File: src/hdl/dhme_pkg.sv
// Package for the Diffie-Hellman modular exponentiation block.
// Holds payload structs, register indexes, state enums and the serial-unit command.
// No dependencies.
package dhme_pkg;

    localparam int VALUE_BITS_DEF = 31;
    localparam int CFG_IDX_BITS   = 2;

    localparam logic [CFG_IDX_BITS-1:0] REG_MODULUS   = 2'd0;
    localparam logic [CFG_IDX_BITS-1:0] REG_GENERATOR = 2'd1;
    localparam logic [CFG_IDX_BITS-1:0] REG_SECRET    = 2'd2;

    typedef struct packed {
        logic                      operation;
        logic [VALUE_BITS_DEF-1:0] peer_value;
    } req_t;

    typedef struct packed {
        logic [VALUE_BITS_DEF-1:0] key_value;
        logic                      modulus_not_prime;
    } rsp_t;

    // operation of the bit-serial arithmetic unit
    typedef enum logic [1:0] {
        SOP_REM,   // a mod b by restoring division, one quotient bit a cycle
        SOP_MUL,   // a * b mod m by add-and-double, one multiplier bit a cycle
        SOP_SQDIV  // d*d by add-and-double (no reduction), for the trial bound
    } sop_t;

    typedef enum logic [3:0] {
        ST_IDLE,
        ST_SMALL,
        ST_DIVA,
        ST_DIVB,
        ST_BOUND,
        ST_REDBASE,
        ST_EXP_MUL,
        ST_EXP_SQR,
        ST_EXP_NEXT,
        ST_DONE
    } state_t;

endpackage

File: src/hdl/dh_modexp_with_prime_check_top.sv
// Top level: Diffie-Hellman modular exponentiation with 6k+-1 primality check.
// Depends on dhme_pkg and dhme_serial_unit.
//
//  channel | signals                          | moves
//  in      | in_valid / in_ready / in_data    | request (operation, peer_value)
//  out     | out_valid / out_ready / out_data | result (key_value, flag)
//  cfg     | cfg_we / cfg_index / cfg_data    | register write, no wait
//
// Flow: every request runs the primality test on the modulus, then, if the
// modulus is prime, the exponentiation. One serial unit does all the arithmetic,
// one bit a cycle, for each remainder, modular product or bound square. Trial
// division runs about sqrt(p)/6 steps of three such operations (two remainders
// and one bound square); the exponentiation adds up to 2*VALUE_BITS products
// and passes through ST_EXP_NEXT once per exponent bit.
// Reset clears control state and loads register reset values. A stalled
// result waits in the output register; the next request is taken only once
// that register is empty or is being emptied in the same cycle.
module dh_modexp_with_prime_check_top (
    input  logic                  clk,
    input  logic                  rst_n,
    input  logic                  in_valid,
    output logic                  in_ready,
    input  dhme_pkg::req_t        in_data,
    output logic                  out_valid,
    input  logic                  out_ready,
    output dhme_pkg::rsp_t        out_data,
    input  logic                  cfg_we,
    input  logic [dhme_pkg::CFG_IDX_BITS-1:0] cfg_index,
    input  logic [dhme_pkg::VALUE_BITS_DEF-1:0] cfg_data
);
    import dhme_pkg::*;

    localparam int W   = VALUE_BITS_DEF;
    localparam int EBC = $clog2(W + 1);

    // configuration registers
    logic [W-1:0] modulus_reg, generator_reg, secret_reg;

    always_ff @(posedge clk or negedge rst_n)
    begin
        if (!rst_n)
        begin
            modulus_reg   <= '0;
            generator_reg <= W'(2);
            secret_reg    <= W'(1);
        end
        else if (cfg_we)
        begin
            unique case (cfg_index)
                REG_MODULUS:   modulus_reg   <= cfg_data;
                REG_GENERATOR: generator_reg <= cfg_data;
                REG_SECRET:    secret_reg    <= cfg_data;
                default: ;
            endcase
        end
    end

    state_t         state_reg, state_next;
    logic [W-1:0]   base_reg, base_next;    // peer or generator, later reduced
    logic [W-1:0]   d_reg, d_next;          // trial divisor
    logic [W-1:0]   e_reg, e_next;          // exponent shift register
    logic [EBC-1:0] ecnt_reg, ecnt_next;
    logic [W-1:0]   acc_reg, acc_next;
    logic           go_reg, go_next;        // unit launched, wait for result
    logic           ov_reg, ov_next;
    rsp_t           res_reg, res_next;

    logic           su_start, su_busy;
    sop_t           su_op;
    logic [W-1:0]   su_a, su_b;
    logic [2*W-1:0] su_result;
    logic [W:0]     d_plus;

    dhme_serial_unit #(.VALUE_BITS(W)) u_su (
        .clk    (clk),
        .rst_n  (rst_n),
        .start  (su_start),
        .op     (su_op),
        .a      (su_a),
        .b      (su_b),
        .m      (modulus_reg),
        .busy   (su_busy),
        .result (su_result)
    );

    // a new request enters when idle and the output register is free or leaving
    assign in_ready  = (state_reg == ST_IDLE) && (!ov_reg || out_ready);
    assign out_valid = ov_reg;
    assign out_data  = res_reg;
    assign d_plus    = {1'b0, d_reg} + (W+1)'(2);

    always_comb
    begin
        state_next = state_reg;
        base_next  = base_reg;
        d_next     = d_reg;
        e_next     = e_reg;
        ecnt_next  = ecnt_reg;
        acc_next   = acc_reg;
        go_next    = go_reg;
        ov_next    = ov_reg;
        res_next   = res_reg;
        su_start   = 1'b0;
        su_op      = SOP_REM;
        su_a       = modulus_reg;
        su_b       = d_reg;
        if (ov_reg && out_ready)
            ov_next = 1'b0;
        unique case (state_reg)
            ST_IDLE:
            begin
                if (in_valid && in_ready)
                begin
                    base_next  = in_data.operation ? in_data.peer_value : generator_reg;
                    state_next = ST_SMALL;
                end
            end
            ST_SMALL:
            begin
                // trivial cases: 0, 1 not prime; 2, 3 prime; even not prime
                if (modulus_reg <= W'(1))
                begin
                    res_next   = '{key_value: '0, modulus_not_prime: 1'b1};
                    state_next = ST_DONE;
                end
                else if (modulus_reg <= W'(3))
                    state_next = ST_REDBASE;
                else if (!modulus_reg[0])
                begin
                    res_next   = '{key_value: '0, modulus_not_prime: 1'b1};
                    state_next = ST_DONE;
                end
                else
                begin
                    d_next     = W'(3);
                    go_next    = 1'b0;
                    state_next = ST_DIVA;
                end
            end
            ST_DIVA, ST_DIVB:
            begin
                // remainder of modulus by d (ST_DIVA) or d+2 (ST_DIVB)
                su_b = (state_reg == ST_DIVB) ? d_plus[W-1:0] : d_reg;
                if (!go_reg)
                begin
                    su_start = 1'b1;
                    go_next  = 1'b1;
                end
                else if (!su_busy)
                begin
                    go_next = 1'b0;
                    if (su_result == '0)
                    begin
                        res_next   = '{key_value: '0, modulus_not_prime: 1'b1};
                        state_next = ST_DONE;
                    end
                    else if (state_reg == ST_DIVA && d_reg != W'(3))
                        state_next = ST_DIVB;
                    else
                    begin
                        if (d_reg == W'(3))
                            d_next = W'(5);
                        else
                            d_next = d_reg + W'(6);
                        state_next = ST_BOUND;
                    end
                end
            end
            ST_BOUND:
            begin
                // continue while d*d <= modulus
                su_op = SOP_SQDIV;
                su_a  = d_reg;
                su_b  = d_reg;
                if (!go_reg)
                begin
                    su_start = 1'b1;
                    go_next  = 1'b1;
                end
                else if (!su_busy)
                begin
                    go_next = 1'b0;
                    if (d_reg < W'(5) || su_result > {{W{1'b0}}, modulus_reg})
                        state_next = ST_REDBASE;
                    else
                        state_next = ST_DIVA;
                end
            end
            ST_REDBASE:
            begin
                // reduce the base mod modulus
                su_a = base_reg;
                su_b = modulus_reg;
                if (!go_reg)
                begin
                    su_start = 1'b1;
                    go_next  = 1'b1;
                end
                else if (!su_busy)
                begin
                    go_next    = 1'b0;
                    base_next  = su_result[W-1:0];
                    acc_next   = W'(1);
                    e_next     = secret_reg;
                    ecnt_next  = EBC'(W);
                    state_next = ST_EXP_MUL;
                end
            end
            ST_EXP_MUL:
            begin
                su_op = SOP_MUL;
                su_a  = acc_reg;
                su_b  = base_reg;
                if (!e_reg[0])
                    state_next = ST_EXP_SQR;
                else if (!go_reg)
                begin
                    su_start = 1'b1;
                    go_next  = 1'b1;
                end
                else if (!su_busy)
                begin
                    go_next    = 1'b0;
                    acc_next   = su_result[W-1:0];
                    state_next = ST_EXP_SQR;
                end
            end
            ST_EXP_SQR:
            begin
                su_op = SOP_MUL;
                su_a  = base_reg;
                su_b  = base_reg;
                if (!go_reg)
                begin
                    su_start = 1'b1;
                    go_next  = 1'b1;
                end
                else if (!su_busy)
                begin
                    go_next    = 1'b0;
                    base_next  = su_result[W-1:0];
                    state_next = ST_EXP_NEXT;
                end
            end
            ST_EXP_NEXT:
            begin
                // advance to next exponent bit
                e_next    = {1'b0, e_reg[W-1:1]};
                ecnt_next = ecnt_reg - 1'b1;
                if (ecnt_reg == EBC'(1))
                begin
                    res_next   = '{key_value: acc_reg, modulus_not_prime: 1'b0};
                    state_next = ST_DONE;
                end
                else
                    state_next = ST_EXP_MUL;
            end
            ST_DONE:
            begin
                if (!ov_reg || out_ready)
                begin
                    ov_next    = 1'b1;
                    state_next = ST_IDLE;
                end
            end
            default: state_next = ST_IDLE;
        endcase
    end

    always_ff @(posedge clk or negedge rst_n)
    begin
        if (!rst_n)
        begin
            state_reg <= ST_IDLE;
            go_reg    <= 1'b0;
            ov_reg    <= 1'b0;
        end
        else
        begin
            state_reg <= state_next;
            go_reg    <= go_next;
            ov_reg    <= ov_next;
        end
    end

    always_ff @(posedge clk)
    begin
        base_reg <= base_next;
        d_reg    <= d_next;
        e_reg    <= e_next;
        ecnt_reg <= ecnt_next;
        acc_reg  <= acc_next;
        res_reg  <= res_next;
    end

    // a passed result never carries a nonzero key with the flag set
    assert property (@(posedge clk) disable iff (!rst_n)
        out_valid && out_data.modulus_not_prime |-> out_data.key_value == '0)
        else $error("flagged result with nonzero key");

    // a passed key is below the modulus
    assert property (@(posedge clk) disable iff (!rst_n)
        out_valid && !out_data.modulus_not_prime |-> out_data.key_value < modulus_reg)
        else $error("key not reduced");

    // the unit is launched only when it is free
    assert property (@(posedge clk) disable iff (!rst_n)
        su_start |-> !su_busy)
        else $error("serial unit restarted while busy");

    // a request is taken only while idle
    assert property (@(posedge clk) disable iff (!rst_n)
        in_valid && in_ready |=> state_reg == ST_SMALL)
        else $error("request accepted outside idle");

endmodule

File: src/hdl/dhme_serial_unit.sv
// Bit-serial arithmetic unit: remainder, modular product and plain square.
// Processes one bit of the operand per cycle. Depends on dhme_pkg.
module dhme_serial_unit #(
    parameter int VALUE_BITS = dhme_pkg::VALUE_BITS_DEF
) (
    input  logic                  clk,
    input  logic                  rst_n,
    input  logic                  start,
    input  dhme_pkg::sop_t        op,
    input  logic [VALUE_BITS-1:0] a,
    input  logic [VALUE_BITS-1:0] b,
    input  logic [VALUE_BITS-1:0] m,
    output logic                  busy,
    output logic [2*VALUE_BITS-1:0] result
);
    import dhme_pkg::*;

    localparam int W   = VALUE_BITS;
    localparam int CNT = $clog2(W + 1);

    sop_t             op_reg;
    logic [CNT-1:0]   cnt_reg, cnt_next;
    logic             busy_reg, busy_next;
    logic [W-1:0]     sh_reg, sh_next;       // dividend or multiplier bits
    logic [2*W-1:0]   add_reg, add_next;     // doubled addend
    logic [2*W-1:0]   acc_reg, acc_next;     // remainder or accumulator
    logic [W-1:0]     m_reg;                 // divisor or modulus
    logic [2*W:0]     trial;
    logic [2*W+1:0]   sum;

    assign busy   = busy_reg;
    assign result = acc_reg;

    always_comb
    begin
        busy_next = busy_reg;
        cnt_next  = cnt_reg;
        sh_next   = sh_reg;
        add_next  = add_reg;
        acc_next  = acc_reg;
        trial     = '0;
        sum       = '0;
        if (start)
        begin
            busy_next = 1'b1;
            cnt_next  = CNT'(W);
            sh_next   = (op == SOP_REM) ? a : b;
            add_next  = {{W{1'b0}}, a};
            acc_next  = '0;
        end
        else if (busy_reg)
        begin
            unique case (op_reg)
                SOP_REM:
                begin
                    // shift in next dividend bit, subtract if it fits
                    trial = {acc_reg, sh_reg[W-1]};
                    if (trial >= {{(W+1){1'b0}}, m_reg})
                        trial = trial - {{(W+1){1'b0}}, m_reg};
                    acc_next = trial[2*W-1:0];
                    sh_next  = {sh_reg[W-2:0], 1'b0};
                end
                SOP_MUL:
                begin
                    sum = {2'b00, acc_reg} + {2'b00, add_reg};
                    if (sh_reg[0])
                        acc_next = (sum >= {{(W+2){1'b0}}, m_reg})
                            ? sum[2*W-1:0] - {{W{1'b0}}, m_reg} : sum[2*W-1:0];
                    sum = {1'b0, add_reg, 1'b0};
                    add_next = (sum >= {{(W+2){1'b0}}, m_reg})
                        ? sum[2*W-1:0] - {{W{1'b0}}, m_reg} : sum[2*W-1:0];
                    sh_next = {1'b0, sh_reg[W-1:1]};
                end
                default:
                begin
                    sum = {2'b00, acc_reg} + {2'b00, add_reg};
                    if (sh_reg[0])
                        acc_next = sum[2*W-1:0];
                    add_next = {add_reg[2*W-2:0], 1'b0};
                    sh_next  = {1'b0, sh_reg[W-1:1]};
                end
            endcase
            cnt_next = cnt_reg - 1'b1;
            if (cnt_reg == CNT'(1))
                busy_next = 1'b0;
        end
    end

    always_ff @(posedge clk or negedge rst_n)
    begin
        if (!rst_n)
        begin
            busy_reg <= 1'b0;
            cnt_reg  <= '0;
            op_reg   <= SOP_REM;
        end
        else
        begin
            busy_reg <= busy_next;
            cnt_reg  <= cnt_next;
            if (start)
                op_reg <= op;
        end
    end

    always_ff @(posedge clk)
    begin
        sh_reg  <= sh_next;
        add_reg <= add_next;
        acc_reg <= acc_next;
        if (start)
            m_reg <= (op == SOP_REM) ? b : m;
    end

endmodule
File: config.mk
export PLATFORM = sky130hd
export DESIGN_NAME = dh_modexp_with_prime_check_top
export DESIGN_NICKNAME = d
export VERILOG_FILES = /design/src/hdl/dhme_pkg.sv /design/src/hdl/dh_modexp_with_prime_check_top.sv /design/src/hdl/dhme_serial_unit.sv
export SDC_FILE = /design/constraint.sdc
export NUM_CORES = 2
export LEC_CHECK = 0
export BUFFER_PORTS_ARGS = -buffer_cell sky130_fd_sc_hd__buf_2
export CAP_MARGIN = 5
export CORE_MARGIN = 2
export CORE_UTILIZATION = 25
export CTS_CLUSTER_DIAMETER = 200
export DETAILED_ROUTE_END_ITERATION = 8
export PLACE_DENSITY = 0.4
export SYNTH_ARGS = -nofsm -noshare
export SYNTH_HDL_FRONTEND = slang
export SYNTH_HIERARCHICAL = 1
export SYNTH_SLANG_ARGS = --single-unit
File: constraint.sdc
create_clock -name clk -period 9.8 [get_ports clk]
set_input_delay 1.47 -clock clk [delete_from_list [all_inputs] [get_ports clk]]
set_output_delay 1.47 -clock clk [all_outputs]
set_load 0.03 [all_outputs]
==> flow_summary.yaml <==
critical_path:
  r2r_start: "u_su/result[4]$_SDFFE_PP0P_"
  cp.arrival_ps: 7760
  criticalPathCategory: "register to register"
  rr_endpoint: "u_su/result[18]$_SDFFE_PP0P_"
  crit_required_ps: 10370
  critPathLaunch: "u_su/result[4]$_SDFFE_PP0P_"
  crit_path_end_kind: "register"
  cp_cell_sequence: "ha_1 -> o211ai_1 -> o211ai_1 -> nand2_1 -> a21oi_1 -> a31oi_1 -> o21a_1 -> o21ai_0 -> xnor2_1 -> inv_1 -> ha_1 -> a21oi_1 -> o21ai_0 -> a21oi_1 -> o21a_1 -> o311a_1 -> and4b_1 -> and4_4 -> nand4_4 -> o21ai_4 -> a221oi_2 -> nor2_1"
  r2r_cells: 22
  endpoint: "u_su/result[18]$_SDFFE_PP0P_"
  crit_fanout: 36
  rrSetupSlack_ps: 2610
  slowest_delay_ps: 830
  crit_slowest_cell: "o21ai_4"
  cp-start-kind: "register"
  cpMostUsedCell: "a21oi_1"
cts:
  cts_resized: 0
  cts_setup_buffers: 0
  cts_hold_buf: 0
  path_clk_slew_ps: 60
  cts_tree: "built"
  h-tree-depth: 2
  cts.sinks: 454
  cts_made_buffers: 60
  clk_latency_ps: 720
  cts.path.max_buffers: 3
  root_buffer: "clkbuf_16"
logic_synthesis:
  ys_seq_area_share_pct: 34.4
  synthFlopType: "edfxtp_1"
  synth_warnings: 6
  syn_avg_cell_area_um2: 8.25
  synth_largest_area_cell: "edfxtp_1"
  netlist_area_um2: 35400
  synth.cells.most_frequent: "682 x nand2_1, 353 x o21ai_0, 342 x nor2_1"
  synth_area_leaders: "edfxtp_1 22%, dfrtp_1 7.4%, nand2_1 7.2%"
  synthArstFlopShare_pct: 23.6
  synth.top_cell.area_share_pct: 21.6
  synthCells: 4287
  yosysMostFrequentCell: "nand2_1"
  syn_nets: 4554
  ys_ff_latch: 454
  synth_edf_count: 254
  yosysUniqueCellTypes: 107
floorplanning:
  initial_core_util_pct: 25.1
  die-area_um2: 145000
  design.core.area_um2: 141000
  num_rows: 138
  pin_count: 104
  dieHeight_um: 380
  die_x_um: 380
grt:
  grt_use_met1_pct: 32.2
  grt_max_degree: 87
  grt_pass1_wl_um: 238000
  grt_pass1_vias: 32588
  grt_usage_pct: 22.4
  antenna_found_initial: 17
  overflow: 0
  met3_usage_pct: 4.76
  met2_usage_pct: 33.1
  top_usage_layer: "met2"
route:
  wl_per_cell_um: 26.9
  drt_pass1_iterations: 5
  vias_per_cell: 5.50
  detail-route-antenna-nets: 0
  drt_iter0_markers: 3672
  vias: 34224
  routed_wl_um: 167000
  drc: 0
timing:
  setup_viol: 0
  period_share_pct: 73.4
  slew_headroom_pct: 22.0
  worstMarginPinSlew_ps: 1160
  fmax_ghz: 0.139
  fin_tns_setup_ps: 0
  finalHoldViolations: 0
  rsz0062_at_grt: "false"
  drv_slew: 0
  fin_worst_skew_ps: 88.1
  min_period_ps: 7190
layout:
  final_layout_size_suffix_gt1_share_pct: 10.3
  final_nets: 4542
  area_growth_pct: 12.9
place:
  dp_hpwl_um: 130000
  gp_congestion: 0.927
  port_buffers: 103
min_path:
  min_path_type: "register to register"
run_status:
  status: "complete, no violations"
run:
  cap_violations: 0
area by class of cell:
cell class | count | area, um2
Clock buffer | 83 | 1700
Sequential cell | 454 | 12200
Antenna cell | 6 | 15.0
Inverter | 130 | 489
Clock inverter | 30 | 272
Timing Repair Buffer | 175 | 1070
Fill cell | 15278 | 101000
Tap cell | 1890 | 2360
Multi-Input combinational cell | 3454 | 21900
through the flow:
step	worst slack, ps	instance area, um2	std cells	utilization, %	hold WS (ps)
after floorplan	3850	35400	4287	-	470
final	2610	40000	6222	28.3	498
after CTS	2690	39900	6216	28.3	500
after global routing	2160	39900	6216	28.3	513
after global placement	2860	38000	6103	26.9	478
after detailed placement	2750	38000	6103	26.9	486
critical path: cells and delay by family (launching register included):
family,cells,cell delay (ps)
buffers and inverters,1,100
DFF,1,430
adders and majority gates,2,800
xor gates and xnor gates,1,220
AOI/OAI and AO/OA,13,3610
and+or+nand+nor,5,1840
cells by family (layout without fill, tap and decap cells):
kind of cell,after synthesis,in the layout,synth area share [%]
XOR/XNOR,211,211,5.27
multiplexers,170,170,5.10
AND/OR/NAND/NOR,1692,1692,22.9
AO/OA/AOI/OAI,1184,1184,21.1
flip-flops,454,454,34.4
other,0,6,0
buffers and inverters,379,418,4.23
adder cells (fa/ha/maj),197,197,7.05
layout by cell type (no fill, tap or decap), types with 67 or more instances in the layout:
master | netlist | routed
nor3_1 | 90 | 89
dfrtp_1 | 105 | 102
nand3_1 | 92 | 92
and3_1 | 93 | 93
mux2i_1 | 96 | 96
buf_2 | 21 | 102
inv_1 | 127 | 127
nand2_1 | 682 | 681
o21ai_0 | 353 | 353
ha_1 | 193 | 193
xor2_1 | 85 | 85
nor2_1 | 342 | 332
a21o_1 | 82 | 82
nor4_1 | 69 | 67
xnor2_1 | 124 | 124
edfxtp_1 | 254 | 254
dfxtp_1 | 93 | 93
nand4_1 | 78 | 78
buf_4 | 1 | 72
a21oi_1 | 322 | 321
mux2_2 | 71 | 71
per-layer routing:
metal | vias up | wire length, um
li1 | 15728 | -
met1 | 16901 | 78200
met2 | 1367 | 70000
met3 | 218 | 13500
met4 | 10 | 5590
met5 | - | 59
how the worst min path moves through the flow:
stage               depth (start not counted)                       start  slack [ps]                          to
detailed placement                          1  secret_reg[30]$_DFFE_PN0P_         490  secret_reg[30]$_DFFE_PN0P_
finish                                      1  secret_reg[30]$_DFFE_PN0P_         500  secret_reg[30]$_DFFE_PN0P_
global placement                            1  secret_reg[30]$_DFFE_PN0P_         480  secret_reg[30]$_DFFE_PN0P_
floorplan                                   1  secret_reg[30]$_DFFE_PN0P_         470  secret_reg[30]$_DFFE_PN0P_
global route                                1  secret_reg[22]$_DFFE_PN0P_         510  secret_reg[22]$_DFFE_PN0P_
CTS                                         1  secret_reg[30]$_DFFE_PN0P_         500  secret_reg[30]$_DFFE_PN0P_
Power is not shown: default switching activity piles up to over one toggle a cycle in this logic, so the estimate is an artifact.
